<file path="config.mk">
export PLATFORM = sky130hd
export DESIGN_NAME = motor_fader_position_controller
export DESIGN_NICKNAME = d
export VERILOG_FILES = /design/src/rtl/core/mfpc_pkg.sv /design/src/rtl/core/motor_fader_position_controller.sv /design/src/rtl/core/mfpc_mul.sv /design/src/rtl/core/mfpc_div.sv
export SDC_FILE = /design/constraint.sdc
export NUM_CORES = 1
export LEC_CHECK = 0
export ABC_AREA = 1
export BUFFER_PORTS_ARGS = -buffer_cell sky130_fd_sc_hd__buf_2
export CAP_MARGIN = 20
export CORE_UTILIZATION = 25
export DETAILED_ROUTE_END_ITERATION = 16
export PLACE_DENSITY = 0.49
export SLEW_MARGIN = 30
export SYNTH_ARGS = -nofsm -noshare
export SYNTH_HDL_FRONTEND = slang
export SYNTH_SLANG_ARGS = --single-unit
</file>
<file path="constraint.sdc">
create_clock -name clk -period 6.2 [get_ports clk]
set_input_delay 0 -clock clk [delete_from_list [all_inputs] [get_ports clk]]
set_output_delay 0 -clock clk [all_outputs]
set_load 0.03 [all_outputs]
</file>
<file path="src/rtl/core/mfpc_pkg.sv">
// Shared types, constants and helpers for the motor fader position controller.
// Used by every module of the block; depends on nothing else.
`default_nettype none

package mfpc_pkg;

	localparam int ADC_BITS        = 12;
	localparam int POS_W           = 8;
	localparam int INTERVAL_W      = 16;
	localparam int TIMER_BITS_DEF  = 16;
	localparam int PROD_W          = 2 * POS_W;
	localparam int CFG_ADDR_W      = 3;
	localparam int CFG_DATA_W      = 16;

	localparam logic [POS_W-1:0] FAR_LIMIT  = 8'd80;
	localparam logic [POS_W-1:0] NEAR_LIMIT = 8'd15;
	localparam logic [POS_W-1:0] LIN_DIV    = 8'd65;
	localparam logic [POS_W-1:0] QUAD_DIV   = 8'd225;

	localparam logic [POS_W-1:0]      RST_POS_HIGH = 8'd250;
	localparam logic [POS_W-1:0]      RST_POS_LOW  = 8'd10;
	localparam logic [INTERVAL_W-1:0] RST_INTERVAL = 16'd2000;
	localparam logic [POS_W-1:0]      RST_DEADBAND = 8'd4;
	localparam logic [POS_W-1:0]      RST_MIN_SPD  = 8'd80;
	localparam logic [POS_W-1:0]      RST_MAX_SPD  = 8'd255;

	localparam logic OP_SAMPLE = 1'b0;
	localparam logic OP_TICK   = 1'b1;

	typedef enum logic [CFG_ADDR_W-1:0] {
		REG_POS_HIGH = 3'd0,
		REG_POS_LOW  = 3'd1,
		REG_INTERVAL = 3'd2,
		REG_DEADBAND = 3'd3,
		REG_MIN_SPD  = 3'd4,
		REG_MAX_SPD  = 3'd5
	} cfg_reg_t;

	typedef enum logic [2:0] {
		ST_IDLE,
		ST_CALC,
		ST_MUL,
		ST_DIV,
		ST_FIN
	} ctrl_state_t;

	typedef struct packed {
		logic                op;
		logic [ADC_BITS-1:0] adc_sample;
	} mfpc_in_t;

	typedef struct packed {
		logic [POS_W-1:0] pwm_down;
		logic [POS_W-1:0] pwm_up;
		logic [POS_W-1:0] position;
		logic [POS_W-1:0] target;
		logic             at_target;
	} mfpc_out_t;

	typedef struct packed {
		logic busy;
		logic done;
	} serial_stat_t;

	function automatic logic [POS_W-1:0] abs_diff(input logic [POS_W-1:0] a,
			input logic [POS_W-1:0] b);
		abs_diff = (a > b) ? (a - b) : (b - a);
	endfunction

endpackage

`default_nettype wire

</file>
<file path="src/rtl/core/motor_fader_position_controller.sv">
// Top level of the motor fader position controller: control sequencer, settings,
// tracking state and result register. Depends on mfpc_pkg, mfpc_mul, mfpc_div.
//
// Usage:
//   sample / sample_valid / sample_ready carry input items: op selects a converter
//   sample or a one millisecond tick. result / result_valid / result_ready carry
//   one result item per input item, in order. cfg_valid / cfg_ready / cfg_addr /
//   cfg_wdata write the six settings; cfg_ready is always high, writes are meant
//   for idle periods and unused addresses are dropped.
//   A tick goes from the idle state straight to the finish state; a sample inside
//   the deadband or at full speed passes the calculation state first, and a sample
//   that needs the eased speed also runs the bit-serial multiplier and then the
//   bit-serial divider. One item is in work at a time; the next can be taken in
//   the cycle after the result is written.
//   The result register frees the core: the next item is taken while a finished
//   result waits. If the receiver stalls, the following item finishes its work
//   and then holds until the result register drains.
//   Reset is asynchronous, active low: settings take their default values, the
//   target starts at the high position, the motor counts as stopped, and no
//   result is pending. No clearing pass is needed.
`default_nettype none

module motor_fader_position_controller
	import mfpc_pkg::*;
#(
	parameter int TIMER_BITS = TIMER_BITS_DEF
) (
	input  wire logic                  clk,
	input  wire logic                  arst_n,
	input  wire logic                  sample_valid,
	output logic                       sample_ready,
	input  wire mfpc_in_t              sample,
	output logic                       result_valid,
	input  wire logic                  result_ready,
	output mfpc_out_t                  result,
	input  wire logic                  cfg_valid,
	output logic                       cfg_ready,
	input  wire logic [CFG_ADDR_W-1:0] cfg_addr,
	input  wire logic [CFG_DATA_W-1:0] cfg_wdata
);

	localparam int CMP_W = (TIMER_BITS > INTERVAL_W) ? TIMER_BITS : INTERVAL_W;

	// settings
	logic [POS_W-1:0]      pos_high_q;
	logic [POS_W-1:0]      pos_low_q;
	logic [INTERVAL_W-1:0] interval_q;
	logic [POS_W-1:0]      deadband_q;
	logic [POS_W-1:0]      min_spd_q;
	logic [POS_W-1:0]      max_spd_q;

	// tracking state
	logic                  target_high_q;
	logic [TIMER_BITS-1:0] elapsed_q;
	logic                  settled_q;
	logic [POS_W-1:0]      last_pos_q;
	logic [POS_W-1:0]      pwm_down_q;
	logic [POS_W-1:0]      pwm_up_q;

	// item in work
	ctrl_state_t      state_q;
	ctrl_state_t      state_nxt;
	logic             op_q;
	logic [POS_W-1:0] pos_q;
	logic             in_db_q;
	logic             far_q;
	logic             quad_q;
	logic             down_q;

	mfpc_out_t result_q;
	logic      result_valid_q;

	// sequencer controls
	logic slot_free;
	logic mul_start;
	logic div_start;
	logic fin_fire;

	// distance and easing setup
	logic [POS_W-1:0]  tgt_cur;
	logic [POS_W-1:0]  gap;
	logic              in_db;
	logic              far;
	logic              quad;
	logic [POS_W-1:0]  ease_m;
	logic [POS_W-1:0]  span;
	logic [PROD_W-1:0] prod;
	logic [POS_W-1:0]  quot;
	serial_stat_t      mul_stat;
	serial_stat_t      div_stat;

	// next state of the tracker
	logic [POS_W-1:0]      speed;
	logic                  tick_inc;
	logic [TIMER_BITS-1:0] elapsed_inc;
	logic                  toggle;
	logic                  nxt_target_high;
	logic [TIMER_BITS-1:0] nxt_elapsed;
	logic                  nxt_settled;
	logic [POS_W-1:0]      nxt_last_pos;
	logic [POS_W-1:0]      nxt_pwm_down;
	logic [POS_W-1:0]      nxt_pwm_up;
	logic [POS_W-1:0]      nxt_target;

	assign cfg_ready = 1'b1;

	always_ff @(posedge clk or negedge arst_n) begin
		if (!arst_n) begin
			pos_high_q <= RST_POS_HIGH;
			pos_low_q  <= RST_POS_LOW;
			interval_q <= RST_INTERVAL;
			deadband_q <= RST_DEADBAND;
			min_spd_q  <= RST_MIN_SPD;
			max_spd_q  <= RST_MAX_SPD;
		end else if (cfg_valid) begin
			case (cfg_reg_t'(cfg_addr))
				REG_POS_HIGH: begin
					pos_high_q <= cfg_wdata[POS_W-1:0];
				end
				REG_POS_LOW: begin
					pos_low_q <= cfg_wdata[POS_W-1:0];
				end
				REG_INTERVAL: begin
					interval_q <= cfg_wdata[INTERVAL_W-1:0];
				end
				REG_DEADBAND: begin
					deadband_q <= cfg_wdata[POS_W-1:0];
				end
				REG_MIN_SPD: begin
					min_spd_q <= cfg_wdata[POS_W-1:0];
				end
				REG_MAX_SPD: begin
					max_spd_q <= cfg_wdata[POS_W-1:0];
				end
				default: begin
				end
			endcase
		end
	end

	always_comb begin
		tgt_cur = target_high_q ? pos_high_q : pos_low_q;
		gap     = abs_diff(pos_q, tgt_cur);
		in_db   = (gap <= deadband_q);
		far     = (gap > FAR_LIMIT);
		quad    = (gap <= NEAR_LIMIT);
		ease_m  = quad ? POS_W'({4'b0, gap[3:0]} * {4'b0, gap[3:0]}) : (gap - NEAR_LIMIT);
		span    = (max_spd_q > min_spd_q) ? (max_spd_q - min_spd_q) : '0;
	end

	assign slot_free = !result_valid_q || result_ready;

	always_comb begin
		state_nxt = state_q;
		case (state_q)
			ST_IDLE: begin
				if (sample_valid) begin
					state_nxt = (sample.op == OP_TICK) ? ST_FIN : ST_CALC;
				end
			end
			ST_CALC: begin
				state_nxt = (in_db || far) ? ST_FIN : ST_MUL;
			end
			ST_MUL: begin
				if (mul_stat.done) begin
					state_nxt = ST_DIV;
				end
			end
			ST_DIV: begin
				if (div_stat.done) begin
					state_nxt = ST_FIN;
				end
			end
			ST_FIN: begin
				if (slot_free) begin
					state_nxt = ST_IDLE;
				end
			end
			default: begin
				state_nxt = ST_IDLE;
			end
		endcase
	end

	always_comb begin
		sample_ready = 1'b0;
		mul_start    = 1'b0;
		div_start    = 1'b0;
		fin_fire     = 1'b0;
		case (state_q)
			ST_IDLE: begin
				sample_ready = 1'b1;
			end
			ST_CALC: begin
				mul_start = !in_db && !far;
			end
			ST_MUL: begin
				div_start = mul_stat.done;
			end
			ST_DIV: begin
			end
			ST_FIN: begin
				fin_fire = slot_free;
			end
			default: begin
			end
		endcase
	end

	always_ff @(posedge clk or negedge arst_n) begin
		if (!arst_n) begin
			state_q <= ST_IDLE;
		end else begin
			state_q <= state_nxt;
		end
	end

	always_ff @(posedge clk) begin
		if (sample_valid && sample_ready) begin
			op_q  <= sample.op;
			pos_q <= sample.adc_sample[ADC_BITS-1 -: POS_W];
		end
		if (state_q == ST_CALC) begin
			in_db_q <= in_db;
			far_q   <= far;
			quad_q  <= quad;
			down_q  <= (pos_q > tgt_cur);
		end
	end

	mfpc_mul u_mul (
		.clk    (clk),
		.arst_n (arst_n),
		.start  (mul_start),
		.mcand  (span),
		.mplier (ease_m),
		.prod   (prod),
		.stat   (mul_stat)
	);

	mfpc_div u_div (
		.clk    (clk),
		.arst_n (arst_n),
		.start  (div_start),
		.num    (prod),
		.quad   (quad_q),
		.quot   (quot),
		.stat   (div_stat)
	);

	always_comb begin
		speed       = far_q ? max_spd_q : (quot + min_spd_q);
		tick_inc    = (CMP_W'(elapsed_q) < CMP_W'(interval_q)) && (elapsed_q != '1);
		elapsed_inc = tick_inc ? (elapsed_q + 1'b1) : elapsed_q;
		toggle      = settled_q && (CMP_W'(elapsed_inc) >= CMP_W'(interval_q));

		nxt_target_high = target_high_q;
		nxt_elapsed     = elapsed_q;
		nxt_settled     = settled_q;
		nxt_last_pos    = last_pos_q;
		nxt_pwm_down    = pwm_down_q;
		nxt_pwm_up      = pwm_up_q;

		if (op_q == OP_SAMPLE) begin
			nxt_last_pos = pos_q;
			nxt_settled  = in_db_q;
			nxt_pwm_down = (!in_db_q && down_q) ? speed : '0;
			nxt_pwm_up   = (!in_db_q && !down_q) ? speed : '0;
		end else begin
			nxt_elapsed = toggle ? '0 : elapsed_inc;
			if (toggle) begin
				nxt_target_high = !target_high_q;
				nxt_settled = (abs_diff(last_pos_q, target_high_q ? pos_low_q : pos_high_q)
					<= deadband_q);
			end
		end
		nxt_target = nxt_target_high ? pos_high_q : pos_low_q;
	end

	always_ff @(posedge clk or negedge arst_n) begin
		if (!arst_n) begin
			target_high_q <= 1'b1;
			elapsed_q     <= '0;
			settled_q     <= 1'b1;
			last_pos_q    <= '0;
			pwm_down_q    <= '0;
			pwm_up_q      <= '0;
		end else if (fin_fire) begin
			target_high_q <= nxt_target_high;
			elapsed_q     <= nxt_elapsed;
			settled_q     <= nxt_settled;
			last_pos_q    <= nxt_last_pos;
			pwm_down_q    <= nxt_pwm_down;
			pwm_up_q      <= nxt_pwm_up;
		end
	end

	always_ff @(posedge clk or negedge arst_n) begin
		if (!arst_n) begin
			result_valid_q <= 1'b0;
		end else if (fin_fire) begin
			result_valid_q <= 1'b1;
		end else if (result_ready) begin
			result_valid_q <= 1'b0;
		end
	end

	always_ff @(posedge clk) begin
		if (fin_fire) begin
			result_q.pwm_down  <= nxt_pwm_down;
			result_q.pwm_up    <= nxt_pwm_up;
			result_q.position  <= nxt_last_pos;
			result_q.target    <= nxt_target;
			result_q.at_target <= nxt_settled;
		end
	end

	assign result_valid = result_valid_q;
	assign result       = result_q;

`ifndef SYNTH
	a_one_line_driven: assert property (@(posedge clk) disable iff (!arst_n)
		result_valid |-> (result.pwm_down == '0) || (result.pwm_up == '0))
		else $error("both drive lines active");

	a_stopped_at_target: assert property (@(posedge clk) disable iff (!arst_n)
		(result_valid && result.at_target) |-> (result.pwm_down == '0) && (result.pwm_up == '0))
		else $error("drive active while at target");

	a_mul_then_div: assert property (@(posedge clk) disable iff (!arst_n)
		(state_q == ST_MUL && mul_stat.done) |=> (state_q == ST_DIV) && div_stat.busy)
		else $error("divider not started after multiplier");

	a_one_item_in_work: assert property (@(posedge clk) disable iff (!arst_n)
		(sample_valid && sample_ready) |=> !sample_ready)
		else $error("second item taken while one is in work");
`endif

endmodule

`default_nettype wire

</file>
<file path="src/rtl/core/mfpc_mul.sv">
// Bit-serial shift-add multiplier: 8 x 8 bits, one multiplier bit per cycle.
// Depends on mfpc_pkg.
`default_nettype none

module mfpc_mul
	import mfpc_pkg::*;
(
	input  wire logic              clk,
	input  wire logic              arst_n,
	input  wire logic              start,
	input  wire logic [POS_W-1:0]  mcand,
	input  wire logic [POS_W-1:0]  mplier,
	output logic [PROD_W-1:0]      prod,
	output serial_stat_t           stat
);

	localparam int CNT_W = $clog2(POS_W + 1);

	logic [PROD_W-1:0] acc_q;
	logic [PROD_W-1:0] mcand_q;
	logic [POS_W-1:0]  mplier_q;
	logic [CNT_W-1:0]  cnt_q;
	logic              done_q;

	always_ff @(posedge clk or negedge arst_n) begin
		if (!arst_n) begin
			cnt_q  <= '0;
			done_q <= 1'b0;
		end else if (start) begin
			cnt_q  <= CNT_W'(POS_W);
			done_q <= 1'b0;
		end else if (cnt_q != '0) begin
			cnt_q  <= cnt_q - 1'b1;
			done_q <= (cnt_q == CNT_W'(1));
		end else begin
			done_q <= 1'b0;
		end
	end

	always_ff @(posedge clk) begin
		if (start) begin
			acc_q    <= '0;
			mcand_q  <= PROD_W'(mcand);
			mplier_q <= mplier;
		end else if (cnt_q != '0) begin
			if (mplier_q[0]) begin
				acc_q <= acc_q + mcand_q;
			end
			mcand_q  <= mcand_q << 1;
			mplier_q <= mplier_q >> 1;
		end
	end

	assign prod      = acc_q;
	assign stat.busy = (cnt_q != '0);
	assign stat.done = done_q;

endmodule

`default_nettype wire

</file>
<file path="src/rtl/core/mfpc_div.sv">
// Bit-serial restoring divider by the easing constant (65 or 225), one quotient
// bit per cycle; the quotient is known to fit 8 bits. Depends on mfpc_pkg.
`default_nettype none

module mfpc_div
	import mfpc_pkg::*;
(
	input  wire logic              clk,
	input  wire logic              arst_n,
	input  wire logic              start,
	input  wire logic [PROD_W-1:0] num,
	input  wire logic              quad,
	output logic [POS_W-1:0]       quot,
	output serial_stat_t           stat
);

	localparam int CNT_W = $clog2(POS_W + 1);

	logic [POS_W-1:0] rem_q;
	logic [POS_W-1:0] low_q;
	logic [POS_W-1:0] quot_q;
	logic [POS_W-1:0] divisor_q;
	logic [CNT_W-1:0] cnt_q;
	logic             done_q;
	logic [POS_W:0]   trial;
	logic             fits;

	always_comb begin
		trial = {rem_q, low_q[POS_W-1]};
		fits  = (trial >= {1'b0, divisor_q});
	end

	always_ff @(posedge clk or negedge arst_n) begin
		if (!arst_n) begin
			cnt_q  <= '0;
			done_q <= 1'b0;
		end else if (start) begin
			cnt_q  <= CNT_W'(POS_W);
			done_q <= 1'b0;
		end else if (cnt_q != '0) begin
			cnt_q  <= cnt_q - 1'b1;
			done_q <= (cnt_q == CNT_W'(1));
		end else begin
			done_q <= 1'b0;
		end
	end

	always_ff @(posedge clk) begin
		if (start) begin
			rem_q     <= num[PROD_W-1:POS_W];
			low_q     <= num[POS_W-1:0];
			quot_q    <= '0;
			divisor_q <= quad ? QUAD_DIV : LIN_DIV;
		end else if (cnt_q != '0) begin
			rem_q  <= fits ? POS_W'(trial - {1'b0, divisor_q}) : trial[POS_W-1:0];
			low_q  <= low_q << 1;
			quot_q <= {quot_q[POS_W-2:0], fits};
		end
	end

	assign quot      = quot_q;
	assign stat.busy = (cnt_q != '0);
	assign stat.done = done_q;

endmodule

`default_nettype wire
</file>
==> impl_metrics.tcl <==
set metrics [dict create \
    status "finished clean" \
    worst_pin_slew_ns 0.837 \
    final_nets 2085 \
    rows 87 \
    synth_compound_area_frac 0.127 \
    rr_startpoint "target_high_q" \
    cpLargestDelayFamily "simple AND/OR/NAND/NOR gates" \
    clk_latency_ns 0.56 \
    dieWidth_um 241 \
    grt_pass1_wl_um 61500 \
    grt_max_degree 71 \
    p_seq_frac 0.312 \
    worst-path-stages 24 \
    n_antenna_cell 0 \
    crit_buf_inv 6 \
    port_buffers 67 \
    power_leakage_nw 8.29 \
    syn_inst 1826 \
    routed_via_density 4.38 \
    ir_drop_uv 243 \
    setup_viol 0 \
    crit_fanout 20 \
    synthToLayoutAreaGrowth_pct 16.4 \
    die_area_sq_mm 0.0580 \
    antenna_found_initial 0 \
    r2r_end "u_mul.mcand_q[5]" \
    grt_pass1_vias 11800 \
    ys_types 52 \
    muxShareOfSynthArea 0.00298 \
    drive_gt1_frac 0.115 \
    htree_levels 1 \
    slew_headroom 0.436 \
    wl_per_cell_um 13.9 \
    dr.pass1.iters 6 \
    drv_cap 0 \
    critPathCaptureType "flip-flop" \
    num_io_pins 73 \
    first_iter_violations 710 \
    slew_violations 0 \
    crit_top_cell "inv_1" \
    ys_seq_area_frac 0.410 \
    synth_edf_count 79 \
    synthAdderAreaFrac 0.119 \
    slowest_delay_ns 0.70 \
    overflow 0 \
    clock_skew_ns 0.00642 \
    fin_tns_setup_ns 0 \
    die_y_um 241 \
    vias 11800 \
    power.net_switching_mw 3.30 \
    synth-warning-count 0 \
    ff2ff_setup_slack_ns 0.91 \
    cts.clk_slew.worst_paths_ns 0.06 \
    core_sq_mm 0.0564 \
    routabilityCongestion 0.847 \
    synth_ff_type "dfrtp_1" \
    required_ns 6.46 \
    synth-xor-area-share 0.0252 \
    clockPowerShare 0.208 \
    cts_resized 0 \
    post_cts_buffers 0 \
    setup_ws_ns 0.906 \
    critical-path-slowest-cell "dfstp_2" \
    netSwitchingFraction 0.430 \
    async_reset_ff_frac 0.502 \
    cts_tree "done" \
    drtAntennaViolNets 0 \
    globalRouteTotalUtil 0.132 \
    clockBufferDepth 3 \
    r2r_cells 24 \
    synth_fp_nets 1994 \
    syn_area_per_cell_sq_um 7.81 \
    hpwl_um 27700 \
    routed_wl_um 37400 \
    route.detailed.drc 0 \
    cts_made_buffers 28 \
    root_buffer "clkbuf_16" \
    p_int_mw 4.38 \
    power_frac_comb 0.480 \
    layout_commonest_cell "nand2_1" \
    power_density_mw_per_mm2 463 \
    synth_top_family_by_area "simple AND/OR/NAND/NOR gates" \
    grt_setup_unrepaired "false" \
    min_path_type "input pin to async pin" \
    synthSimpleGateAreaFrac 0.217 \
    synth-seq-cells 223 \
    critPathLaunchType "flip-flop" \
    netlist_area_sq_mm 0.0143 \
    dp_slack_ns 0.872 \
    hold_violations 0 \
    start_util 0.253 \
    fin_crit_sh 0.854 \
    fmaxAchievable_mhz 189 \
    final_cell_mix "nand2_1 (498), inv_1 (306), o21ai_0 (173)" \
    ctsHoldBuffers 28 \
    fin_crit_ns 5.29 \
    clkSinkCount 223 \
    crit_arrival_ns 5.56 \
    path_cells "inv_1, or2_2, o21ai_0, inv_1, ha_1, inv_1, fa_1, nand3_1, nand2_1, nand2_1, nand2_2, nand2_4, o21ai_0, inv_1, ha_1, inv_1, nor2_1, nor2_1, o21ai_0, nand2_1, a21oi_1, nand3_2, nand2_1, buf_4" \
    criticalPathCategory "flip-flop to flip-flop" \
]
==> power by group through the flow <==
| stage | logic (mW) | registers (mW) | clock network, mW |
|---|---|---|---|
| global route | 4.31 | 2.46 | 1.71 |
| global placement | 3.59 | 2.42 | 0 |
| finish | 3.69 | 2.40 | 1.60 |
| floorplan | 2.77 | 2.40 | 0 |
| CTS | 3.71 | 2.41 | 1.66 |
| detailed placement | 3.67 | 2.42 | 0 |
==> stage by stage <==
stage / std cells / hold WS [ns] / util / area (sq um) / total power [mW]
floorplan: 1826 / -0.296 / - / 14300 / 5.17
global placement: 2615 / 0.140 / 0.273 / 15400 / 6.01
detailed placement: 2615 / 0.148 / 0.274 / 15400 / 6.10
CTS: 2695 / 0.0871 / 0.294 / 16600 / 7.77
global route: 2695 / 0.135 / 0.294 / 16600 / 8.48
finish: 2695 / 0.0689 / 0.294 / 16600 / 7.68
==> per-layer routing <==
metal,wire length (um),share of wire,vias up,GRT usage
met3,1310,0.035,44,0.0164
met1,18800,0.50,5510,0.187
met5,0,0,-,0
met4,770,0.021,0,0.0320
li1,-,-,6066,-
met2,16400,0.44,187,0.213
==> layout make-up <==
cell class	instances	area (sq um)
fillers	6155	39800
multi-input cells	1242	7030
flip-flops and latches	223	5850
inverters	318	1200
well taps	756	946
clock buffers	39	803
repair buffers	104	686
clock inverters	13	90.1
==> how the worst max path moves through the flow <==
| stage | from | endpoint |
|---|---|---|
| floorplan | target_high_q | u_mul.mcand_q[0] |
| global placement | target_high_q | u_mul.mcand_q[2] |
| detailed placement | target_high_q | u_mul.mcand_q[3] |
| CTS | target_high_q | u_mul.mcand_q[5] |
| global route | target_high_q | u_mul.mcand_q[5] |
| finish | target_high_q | u_mul.mcand_q[5] |
==> cells in the mapped netlist, types with 2 or more instances <==
library cell,number,area (sq um)
nand2_1,499,1870
inv_1,306,1150
o21ai_0,173,866
ha_1,123,1540
dfrtp_1,85,2130
a21oi_1,83,415
edfxtp_1,79,2370
nor2_1,78,293
nand3_1,69,345
xor2_1,33,289
dfxtp_1,32,641
clkbuf_1,30,113
or2_2,29,181
dfstp_2,27,709
o22ai_1,20,125
nand4_1,19,119
nor3_1,17,85.1
o211ai_1,14,105
inv_2,9,33.8
nand2_2,9,56.3
fa_1,8,160
xnor2_1,8,70.1
nor4_1,6,37.5
o21ai_2,6,52.6
a31oi_1,5,31.3
buf_2,5,25.0
buf_6,5,56.3
o211ai_2,4,50.1
o21ai_1,4,20.0
o21bai_1,4,30.0
a211oi_1,3,22.5
nand3b_1,3,22.5
a21boi_0,2,15.0
a21o_1,2,15.0
buf_1,2,7.51
clkinv_1,2,7.51
mux2_2,2,22.5
mux2i_1,2,20.0
nand2_4,2,22.5
nor2_2,2,12.5
nor2_4,2,22.5
o21a_1,2,15.0
o31ai_1,2,15.0
==> logic make-up (layout without fill, tap and decap cells) <==
family / Yosys count / count (layout)
AND/OR/NAND/NOR: 737 / 737
buffers and inverters: 361 / 474
adder cells (fa/ha/maj): 131 / 131
other: 1 / 1
XOR/XNOR: 41 / 41
multiplexers: 4 / 4
flip-flops: 223 / 223
AO/OA/AOI/OAI: 328 / 328
==> state kept, by name (all words and copies together), names as in the netlist, 16 cells and up <==
signal,count
result,33
elapsed_q,16
interval_q,16
u_mul.mcand_q,16
u_mul.prod,16
No activity file was read; power rests on OpenSTA's default activity.
